### src/sv/dsrp_pkg.sv
package dsrp_pkg;

    localparam int unsigned AddrWidth = 3;
    localparam int unsigned DataWidth = 32;

    localparam logic REG_ROUTE_FORMAT      = 1'b0;
    localparam logic REG_INTERFACE_ADDRESS = 1'b1;

    localparam logic FORMAT_CLASSLESS = 1'b0;
    localparam logic FORMAT_CLASSFUL  = 1'b1;

    localparam logic [5:0] MaxPrefix = 6'd32;

    typedef struct packed {
        logic [31:0] dest_address;
        logic [31:0] netmask;
        logic [31:0] gateway_address;
        logic [31:0] local_address;
        logic        direct_route;
    } route_t;

    typedef struct packed {
        logic        accept;
        logic        clear;
        logic        route_format;
        logic [31:0] interface_address;
    } parse_ctrl_t;

endpackage

### src/sv/dsrp_if.sv
interface dsrp_byte_if;
    logic       valid;
    logic       ready;
    logic [7:0] data_byte;
    logic       last_byte;

    modport source (output valid, output data_byte, output last_byte, input ready);
    modport sink (input valid, input data_byte, input last_byte, output ready);
endinterface

interface dsrp_route_if;
    logic        valid;
    logic        ready;
    logic [31:0] dest_address;
    logic [31:0] netmask;
    logic [31:0] gateway_address;
    logic [31:0] local_address;
    logic        direct_route;

    modport source (
        output valid, output dest_address, output netmask, output gateway_address,
        output local_address, output direct_route, input ready
    );
    modport sink (
        input valid, input dest_address, input netmask, input gateway_address,
        input local_address, input direct_route, output ready
    );
endinterface

### src/sv/dhcp_static_route_option_parser.sv
// a route is registered into the output buffer from the byte that completes it
// throughput: one byte per cycle while the skid entry is empty; the parser state register closes the only loop
// a two-deep output buffer keeps byte_in ready while one route waits
// reset: rst_n is asynchronous, active low; it clears the parser, the output buffer
// and both configuration registers (classless layout, interface address zero)
module dhcp_static_route_option_parser (
    input  logic                                clk,
    input  logic                                rst_n,
    dsrp_byte_if.sink                           byte_in,
    dsrp_route_if.source                        route_out,
    input  logic                                psel,
    input  logic                                penable,
    input  logic                                pwrite,
    input  logic [dsrp_pkg::AddrWidth-1:0]      paddr,
    input  logic [dsrp_pkg::DataWidth-1:0]      pwdata,
    output logic [dsrp_pkg::DataWidth-1:0]      prdata,
    output logic                                pready
);
    import dsrp_pkg::*;

    logic        format_reg;
    logic [31:0] iface_reg;
    logic        cfg_write;

    parse_ctrl_t ctrl;
    logic        res_valid;
    route_t      res;

    logic        out_valid_reg, out_valid_next;
    route_t      out_reg, out_next;
    logic        skid_valid_reg, skid_valid_next;
    route_t      skid_reg, skid_next;

    assign pready    = 1'b1;
    assign cfg_write = psel && penable && pwrite;
    assign prdata    = (paddr[2] == REG_INTERFACE_ADDRESS) ? iface_reg
                     : {{(DataWidth-1){1'b0}}, format_reg};

    always_ff @(posedge clk or negedge rst_n)
    begin
        if (!rst_n)
        begin
            format_reg <= FORMAT_CLASSLESS;
            iface_reg  <= 32'd0;
        end
        else if (cfg_write)
        begin
            if (paddr[2] == REG_ROUTE_FORMAT)
            begin
                format_reg <= pwdata[0];
            end
            else
            begin
                iface_reg <= pwdata;
            end
        end
    end

    assign byte_in.ready          = !skid_valid_reg;
    assign ctrl.accept            = byte_in.valid && !skid_valid_reg;
    assign ctrl.clear             = cfg_write && (paddr[2] == REG_ROUTE_FORMAT);
    assign ctrl.route_format      = format_reg;
    assign ctrl.interface_address = iface_reg;

    dsrp_parser u_parser (
        .clk         (clk),
        .rst_n       (rst_n),
        .ctrl        (ctrl),
        .data_byte   (byte_in.data_byte),
        .last_byte   (byte_in.last_byte),
        .route_valid (res_valid),
        .route       (res)
    );

    // output stage with skid entry
    always_comb
    begin
        out_valid_next  = out_valid_reg;
        out_next        = out_reg;
        skid_valid_next = skid_valid_reg;
        skid_next       = skid_reg;
        priority if (out_valid_reg && route_out.ready)
        begin
            if (skid_valid_reg)
            begin
                out_next        = skid_reg;
                skid_valid_next = 1'b0;
            end
            else
            begin
                out_valid_next = res_valid;
                out_next       = res;
            end
        end
        else if (!out_valid_reg)
        begin
            out_valid_next = res_valid;
            out_next       = res;
        end
        else
        begin
            if (res_valid)
            begin
                skid_valid_next = 1'b1;
                skid_next       = res;
            end
        end
    end

    always_ff @(posedge clk or negedge rst_n)
    begin
        if (!rst_n)
        begin
            out_valid_reg  <= 1'b0;
            skid_valid_reg <= 1'b0;
        end
        else
        begin
            out_valid_reg  <= out_valid_next;
            skid_valid_reg <= skid_valid_next;
        end
    end

    always_ff @(posedge clk)
    begin
        out_reg  <= out_next;
        skid_reg <= skid_next;
    end

    assign route_out.valid           = out_valid_reg;
    assign route_out.dest_address    = out_reg.dest_address;
    assign route_out.netmask         = out_reg.netmask;
    assign route_out.gateway_address = out_reg.gateway_address;
    assign route_out.local_address   = out_reg.local_address;
    assign route_out.direct_route    = out_reg.direct_route;

endmodule

### src/sv/dsrp_parser.sv
module dsrp_parser (
    input  logic                 clk,
    input  logic                 rst_n,
    input  dsrp_pkg::parse_ctrl_t ctrl,
    input  logic [7:0]           data_byte,
    input  logic                 last_byte,
    output logic                 route_valid,
    output dsrp_pkg::route_t     route
);
    import dsrp_pkg::*;

    localparam logic [1:0] PHASE_PREFIX  = 2'd0;
    localparam logic [1:0] PHASE_DEST    = 2'd1;
    localparam logic [1:0] PHASE_GATEWAY = 2'd2;
    localparam logic [1:0] PHASE_HALTED  = 2'd3;

    logic [1:0]  phase_reg, phase_next;
    logic [5:0]  prefix_reg, prefix_next;
    logic [2:0]  count_reg, count_next;
    logic [31:0] dest_reg, dest_next;
    logic [31:0] gw_reg, gw_next;

    logic [2:0]  count_inc;
    logic [6:0]  need_sum;
    logic [2:0]  need;
    logic [31:0] gw_shift;
    logic [31:0] dest_shift;
    logic [31:0] dest_or;
    logic [31:0] mask;

    assign count_inc  = count_reg + 3'd1;
    assign need_sum   = {1'b0, prefix_reg} + 7'd7;
    assign need       = need_sum[5:3];
    assign gw_shift   = {gw_reg[23:0], data_byte};
    assign dest_shift = {dest_reg[23:0], data_byte};
    assign dest_or    = dest_reg | ({data_byte, 24'd0} >> {count_reg[1:0], 3'd0});
    assign mask       = (prefix_reg == 6'd0) ? 32'd0
                      : (32'hffff_ffff << (MaxPrefix - prefix_reg));

    always_comb
    begin
        phase_next  = phase_reg;
        prefix_next = prefix_reg;
        count_next  = count_reg;
        dest_next   = dest_reg;
        gw_next     = gw_reg;
        route_valid = 1'b0;
        route       = '0;

        if (ctrl.accept)
        begin
            if (ctrl.route_format == FORMAT_CLASSFUL)
            begin
                if (!count_reg[2])
                begin
                    dest_next = dest_shift;
                end
                else
                begin
                    gw_next = gw_shift;
                end
                count_next = count_inc;
                route.dest_address    = dest_reg;
                route.netmask         = 32'd0;
                route.gateway_address = gw_shift;
                route.local_address   = ctrl.interface_address;
                route.direct_route    = 1'b0;
                route_valid = (count_reg == 3'd7) && (dest_reg != 32'd0);
            end
            else
            begin
                unique case (phase_reg)
                    PHASE_PREFIX:
                    begin
                        if (data_byte > {2'b00, MaxPrefix})
                        begin
                            phase_next = PHASE_HALTED;
                        end
                        else
                        begin
                            prefix_next = data_byte[5:0];
                            count_next  = 3'd0;
                            dest_next   = 32'd0;
                            gw_next     = 32'd0;
                            phase_next  = (data_byte == 8'd0) ? PHASE_GATEWAY : PHASE_DEST;
                        end
                    end
                    PHASE_DEST:
                    begin
                        dest_next  = dest_or;
                        count_next = count_inc;
                        if (count_inc >= need)
                        begin
                            count_next = 3'd0;
                            phase_next = PHASE_GATEWAY;
                        end
                    end
                    PHASE_GATEWAY:
                    begin
                        gw_next    = gw_shift;
                        count_next = count_inc;
                        route.dest_address = dest_reg & mask;
                        route.netmask      = mask;
                        if (gw_shift == 32'd0)
                        begin
                            route.gateway_address = ctrl.interface_address;
                            route.local_address   = 32'd0;
                            route.direct_route    = 1'b1;
                        end
                        else
                        begin
                            route.gateway_address = gw_shift;
                            route.local_address   = ctrl.interface_address;
                            route.direct_route    = 1'b0;
                        end
                        if (count_inc == 3'd4)
                        begin
                            route_valid = 1'b1;
                            phase_next  = PHASE_PREFIX;
                            count_next  = 3'd0;
                        end
                    end
                    PHASE_HALTED:
                    begin
                        phase_next = PHASE_HALTED;
                    end
                    default:
                    begin
                        phase_next = PHASE_HALTED;
                    end
                endcase
            end
        end

        if (ctrl.clear || (ctrl.accept && last_byte))
        begin
            phase_next  = PHASE_PREFIX;
            prefix_next = 6'd0;
            count_next  = 3'd0;
            dest_next   = 32'd0;
            gw_next     = 32'd0;
        end
    end

    always_ff @(posedge clk or negedge rst_n)
    begin
        if (!rst_n)
        begin
            phase_reg  <= PHASE_PREFIX;
            prefix_reg <= 6'd0;
            count_reg  <= 3'd0;
            dest_reg   <= 32'd0;
            gw_reg     <= 32'd0;
        end
        else
        begin
            phase_reg  <= phase_next;
            prefix_reg <= prefix_next;
            count_reg  <= count_next;
            dest_reg   <= dest_next;
            gw_reg     <= gw_next;
        end
    end

endmodule

### src/flat_wrapper.sv
// flat-port wrapper written by rule: the top's interface ports become plain ports
module dhcp_static_route_option_parser_flat import dsrp_pkg::*;
  (clk, rst_n, psel, penable, pwrite, paddr, pwdata, prdata, pready, byte_in_valid, byte_in_data_byte, byte_in_last_byte, byte_in_ready, route_out_valid, route_out_dest_address, route_out_netmask, route_out_gateway_address, route_out_local_address, route_out_direct_route, route_out_ready);
  dsrp_byte_if byte_in_i ();
  dsrp_route_if route_out_i ();
  input  logic clk;
  input  logic rst_n;
  input  logic psel;
  input  logic penable;
  input  logic pwrite;
  input  logic [dsrp_pkg::AddrWidth-1:0] paddr;
  input  logic [dsrp_pkg::DataWidth-1:0] pwdata;
  output logic [dsrp_pkg::DataWidth-1:0] prdata;
  output logic pready;
  input wire logic [$bits(byte_in_i.valid)-1:0] byte_in_valid;
  input wire logic [$bits(byte_in_i.data_byte)-1:0] byte_in_data_byte;
  input wire logic [$bits(byte_in_i.last_byte)-1:0] byte_in_last_byte;
  output wire logic [$bits(byte_in_i.ready)-1:0] byte_in_ready;
  output wire logic [$bits(route_out_i.valid)-1:0] route_out_valid;
  output wire logic [$bits(route_out_i.dest_address)-1:0] route_out_dest_address;
  output wire logic [$bits(route_out_i.netmask)-1:0] route_out_netmask;
  output wire logic [$bits(route_out_i.gateway_address)-1:0] route_out_gateway_address;
  output wire logic [$bits(route_out_i.local_address)-1:0] route_out_local_address;
  output wire logic [$bits(route_out_i.direct_route)-1:0] route_out_direct_route;
  input wire logic [$bits(route_out_i.ready)-1:0] route_out_ready;
  assign byte_in_i.valid = byte_in_valid;
  assign byte_in_i.data_byte = byte_in_data_byte;
  assign byte_in_i.last_byte = byte_in_last_byte;
  assign byte_in_ready = byte_in_i.ready;
  assign route_out_valid = route_out_i.valid;
  assign route_out_dest_address = route_out_i.dest_address;
  assign route_out_netmask = route_out_i.netmask;
  assign route_out_gateway_address = route_out_i.gateway_address;
  assign route_out_local_address = route_out_i.local_address;
  assign route_out_direct_route = route_out_i.direct_route;
  assign route_out_i.ready = route_out_ready;
  dhcp_static_route_option_parser u_core (.clk(clk), .rst_n(rst_n), .byte_in(byte_in_i), .route_out(route_out_i), .psel(psel), .penable(penable), .pwrite(pwrite), .paddr(paddr), .pwdata(pwdata), .prdata(prdata), .pready(pready));
endmodule
### config.mk
export PLATFORM = sky130hd
export DESIGN_NAME = dhcp_static_route_option_parser_flat
export DESIGN_NICKNAME = d
export VERILOG_FILES = /design/src/sv/dsrp_pkg.sv /design/src/sv/dsrp_if.sv /design/src/sv/dhcp_static_route_option_parser.sv /design/src/sv/dsrp_parser.sv /design/src/flat_wrapper.sv
export SDC_FILE = /design/constraint.sdc
export NUM_CORES = 1
export LEC_CHECK = 0
export BUFFER_PORTS_ARGS = -buffer_cell sky130_fd_sc_hd__buf_2
export CAP_MARGIN = 20
export CORE_UTILIZATION = 55
export CTS_BUF_LIST = sky130_fd_sc_hd__clkbuf_8
export DETAILED_ROUTE_END_ITERATION = 8
export HOLD_SLACK_MARGIN = 0.05
export PLACE_DENSITY = 0.87
export SETUP_SLACK_MARGIN = 0.4
export SLEW_MARGIN = 5
export SYNTH_ARGS = -nofsm -noshare
export SYNTH_HDL_FRONTEND = slang
export SYNTH_SLANG_ARGS = --single-unit
### constraint.sdc
create_clock -name clk -period 5.74 [get_ports clk]
set_input_delay 0.574 -clock clk [delete_from_list [all_inputs] [get_ports clk]]
set_output_delay 0.574 -clock clk [all_outputs]
set_load 0.05 [all_outputs]
# Yosys cells after proc, flatten, opt, wreduce, memory -nomap -nowiden
# Cells that the tools add are included.
classes:
  bitwise_logic: 4
  eq_ne: 14
  reduce_logical: 30
  mux: 50
  n_shift: 2
  n_addsub: 3
  magnitude_cmp: 2
op_table:
  columns: ["cell", "count"]
  rows:
  - ["$mux W129", 6]
  - ["$mux W32", 7]
  - ["$mux W24", 4]
  - ["$mux W65", 1]
  - ["$pmux W32 S2", 1]
  - ["$pmux W24 S2", 1]
  - ["$and A32 B32 Y32", 1]
  - ["$logic_not A32 Y1", 1]
  - ["$or A32 B32 Y32", 1]
  - ["$reduce_bool A32 Y1", 1]
  - ["$shl A32 B6 Y32 const A", 1]
  - ["$shr A32 B5 Y32", 1]
  - ["$mux W6", 5]
  - ["$mux W3", 6]
  - ["$reduce_and A4 Y1", 4]
  - ["$mux W2", 7]
  - ["$ne A3 B3 Y1 const B", 4]
  - ["$mux W1", 10]
  - ["$pmux W3 S3", 1]
  - ["$gt A8 B6 Y1 const B", 1]
  - ["$logic_not A8 Y1", 1]
  - ["$pmux W2 S4", 1]
  - ["$reduce_bool A2 Y1", 4]
  - ["$reduce_bool A4 Y1", 2]
  - ["19 further kinds", 33]
word_totals:
  ff_bits: 360
  output_inout_bits: 164
  input_bits: 51

# Longest topological paths before layout
logic_depth:
  word_depth: 9
  mapped_depth: 11
  ltp_nobuf: 11

# Cells and area by module
# From an unflattened synthesis, not the netlist that was laid out.
hier_totals:
  cells_unflattened: 1146
  area_unflattened_um2: 16530.9
by_module_without_submodules:
  columns: ["mod", "area_each_um2", "seq_area_each_um2", "n_inst", "cells_each"]
  rows:
  - ["dhcp_static_route_option_parser", 11449.7, 8623.3, 1, 522]
  - ["dsrp_parser", 5081.1, 1676.6, 1, 624]

# Worst setup path before layout
# OpenSTA, ideal clock, no wires.
synth_path:
  kind: "register to register"
  startpoint: "register u_core.format_reg"
  endpoint: "register u_core.skid_reg[0] in the netlist's numbering, enable pin"
  arrival_ns: 4.518
  required_time_ns: 5.236
  period_less_slack_ns: 5.022
  path_stages_with_launch: 7
  setup_slack_ns: 0.718
  path_cell_list: "dfrtp_1 > clkbuf_1 > buf_2 > nor2_1 > nor2_1 > clkbuf_1 > and3_1"
synth_via:
  elab_chain_len: 3
synth_rtl:
  columns: ["item", "line_no", "text"]
  rows:
  - ["start, declared", "dhcp_static_route_option_parser.sv:21", "logic format_reg;"]
  - ["start signal, assigned", "dhcp_static_route_option_parser.sv:50", "format_reg <= pwdata[0];"]
  - ["$mux W1", "dsrp_parser.sv:52", "if (ctrl.route_format == FORMAT_CLASSFUL)"]
  - ["$mux W1", "dsrp_parser.sv:50", "if (ctrl.accept)"]
  - ["$reduce_and A3 Y1 (no source line)", null, null]
  - ["end signal, assigned", "dhcp_static_route_option_parser.sv:127", "skid_reg <= skid_next;"]
  - ["end, declared", "dhcp_static_route_option_parser.sv:32", "route_t skid_reg, skid_next;"]
# No other way between the ends.
# A chain may end at the register's enable or synchronous reset.

==> reports/summary.md <==
### Detailed routing
• 1507 — violation count after the first detailed-route iteration
• 5 — first drt pass iteration count
• 11000 — total via count after detailed routing
• 0 — DRC violation count after routing
• 37500 um — final WL
• 0 — post-route antenna net violation count
• 20.8 um — Wirelength per Cell
• 6.08 — post-DR vias/cell

### Cells and area
• edfxtp_1 (258), buf_2 (210), a22o_1 (104), nor2_1 (101), dfrtp_1 (101) — highest-count cells in the layout ignoring fill and taps
• 64.7% — final standard cell utilization of the core
• 24.6% — proportion of layout cells with a drive suffix above 1
• edfxtp_1 — commonest non-fill, non-tap cell in the layout
• 10300 um^2 — area taken by flip-flops and latches
• 1441 — Nets
• 2008 — count of fill cells added during filler insertion
• 15.0% — synthesis-to-layout area growth
• 129 — flip-flop count of the largest register after layout
• 4980 um^2 — area occupied by multi-input gates
• 18100 um^2 — cell area after layout

### Global routing
• met2 — global-route layer with the greatest usage
• 10200 — via count of the first global-routing pass
• 1 — antenna violations before repair
• 0 — grt ovf
• 35.6% — global routing usage on met1
• 39.7% — met2 usage
• 101 — pin count of the biggest net entering global routing
• 4.76% — fraction of met3 tracks used by global routing
• 57400 um — first-pass GRT wire length
• 25.5% — GRT Resource Usage Total

### Synthesis
• 1238 — Synth Net Count
• 61 — number of library cell types mapped by synthesis
• 28.3% — Synth async-reset ratio
• edfxtp_1 — most used flip-flop cell after synthesis
• 49.2% — top cell type's share of synthesized area
• 1172 — instance count of the mapped netlist
• 258 — number of enable-type register cells in the synthesized netlist
• edfxtp_1 (49%), dfrtp_1 (16%), a22o_1 (5.8%) — Area contributors post-synth
• 0 — Warnings, synthesis
• edfxtp_1 — cell type with the largest total area after synthesis
• 360 — Seq cells post-synth
• 65.4% — sequential share of the synthesized area
• 13.4 um^2 — per-instance average area after synthesis
• 15800 um^2 — post-synthesis cell area

### STA
• 26.7% — worst slew margin relative to its limit
• 54.2% — Final Cycle Share
• 0 ns — sum of negative setup slack
• 0.0277 ns — Fin Clk Skew
• 0 — final number of hold-violating endpoints
• 3.11 ns — Final Critical Period
• 1.10 ns — transition time at the pin with the least slew margin
• no — unrepaired setup endpoints after global routing
• 321 MHz — maximum frequency from static timing analysis
• 0 — Slew Limit Fails
• 0 — Finish-stage setup viols
• 2.63 ns — post-layout worst setup margin

### Placed design
• 17000 um^2 — Placement Cell Area
• 24100 um — placed wire-length estimate after detailed placement
• 0.887 — GP Congestion
• 2.61 ns — Post-Place Setup Slack
• 211 — Buffers on Ports

### Floorplan
• 61 — row cnt
• 215 — IO Count
• 28000 um^2 — Core Area
• 56.2% — Initial Utilization
• 171 um — Die Ht
• 29300 um^2 — area of the die
• 171 um — die width

### Setup path
• 100 — Crit Path Max Fanout
• 0.70 ns — delay of the slowest cell on the worst path
• 1 — critical path buffer and inverter count
• nand4_1 — library cell contributing the largest single delay on the critical path
• flip-flop — element type at the critical path end
• simple AND/OR/NAND/NOR gates — dominant delay contributor by cell family on the critical path
• 3.45 ns — arrival time worst endpoint
• flip-flop to flip-flop — Worst Setup Path Type
• flip-flop — critical path startpoint category
• nor4_1 > nand4_1 > nor2_1 > o21ai_4 > buf_4 > a22o_1 — cell-by-cell trace of the critical path
• 6.08 ns — data required time of the critical path

### CTS
• clkbuf_8 — cell at the root of the clock tree
• 360 — number of sinks on the clock net
• 2 — H-tree depth
• 0 — number of cells upsized or downsized after cts
• 0 — # Post-CTS Setup Buffers
• built — CTS tree
• 56 — number of clock buffers inserted by TritonCTS
• 0.06 ns — Worst-path clk slew
• 3 — buffer levels on the longest clock path
• 0.59 ns — clock latency of the later-clocked register in the worst-skew pair

### Worst hold path
• input port to flip-flop — classification of the worst-slack hold path

### Power and ir drop
• 0.00867 uW — cell leakage power
• 372 nW/um^2 — areal power density over the cells
• 0.166 mV — maximum VDD drop

### Outcome
• finished, final reports clean — outcome

### Run
• 0 — count of max-cap constraint violations

-- worst register-to-register path, delay by kind of cell, from the launching register on --
| kind | cells | cell delay [ns] |
|---|---|---|
| AOI/OAI and AO/OA | 2 | 0.48 |
| and+or+nand+nor | 3 | 1.54 |
| DFF | 1 | 0.47 |
| buffers and inverters | 1 | 0.39 |
-- Yosys cell counts, types with 5 or more instances --
cell type and number:
o21a_1 15, clkbuf_1 47, o21ai_0 19, mux2_2 33
nand2_1 45, a22oi_1 6, edfxtp_1 258, dfrtp_1 102
buf_6 5, nand4_1 5, a22o_1 104, o211a_1 24
a211oi_1 24, and3_1 23, nor4_1 29, nand2b_1 13
inv_1 32, and2_1 66, or3_1 6, nor2_1 102
a21o_1 68, a21oi_1 24, a32o_1 22, buf_2 22
ha_1 15, nor2b_1 7
-- power by group --
part / internal [uW] / switching, uW / total [uW]
Combinational: 461 / 1030 / 1490
Sequential: 3020 / 255 / 3270
Clock: 1020 / 967 / 1990
-- stage by stage --
step                std cells  power (uW)  hold slack, ns
CTS                      1799        6750           0.190
finish                   1802        6750           0.213
floorplan                1172        4370           0.278
global route             1802        7010           0.190
global placement         1692        4740           0.500
detailed placement       1692        4770           0.503
-- routing by layer --
layer | vias up | routed length [um] | part of all wire (%)
met4 | 0 | 1320 | 3.5
met1 | 5379 | 15100 | 40
li1 | 4890 | - | -
met5 | - | 0 | 0
met2 | 594 | 18000 | 48
met3 | 99 | 3090 | 8.2
-- final timing paths --
kind | start | endpoint | slack [ns] | depth (start not counted)
max | u_core.u_parser.gw_reg[0] | u_core.skid_reg[53] | 2.63 | 6
min | pwdata[1] | u_core.iface_reg[1] | 0.21 | 2
max reg2reg | u_core.u_parser.gw_reg[0] | u_core.skid_reg[53] | 2.63 | 6
min reg2reg | u_core.skid_reg[99] | u_core.route_out.dest_address[2] | 0.51 | 2
max in group asynchronous | rst_n | u_core.u_parser.dest_reg[2] | 3.95 | 3
min in group asynchronous | rst_n | u_core.iface_reg[7] | 0.46 | 2
-- repair_timing --
action | 4_1_cts | 5_1_grt
endpoints found under the hold margin | 29 | 0
endpoints found under the setup margin | 0 | 0
hold buffers | 1 | 0
-- cell type report --
cell class	count	share of cell area, %
antenna	1	0.0138
inverter	32	0.677
timing repair buffer	226	6.54
clock inverter	45	1.18
multi-input combinational	699	27.5
sequential	360	56.8
tap	378	2.61
clock buffer	61	4.63
-- kinds of logic (layout without fill, tap and decap cells) --
kind of cell / count (synthesis) / in the layout / share of synthesized area [%]
simple gates: 317 / 317 / 10.8
xor+xnor: 5 / 5 / 0.326
fa+ha+maj: 15 / 15 / 1.19
flops: 360 / 360 / 65.4
mux: 33 / 33 / 2.36
other cells: 1 / 2 / 0.0238
compound gates: 328 / 328 / 16.8
buf+inv: 113 / 364 / 3.21
Power figures use the tool's default switching activity.
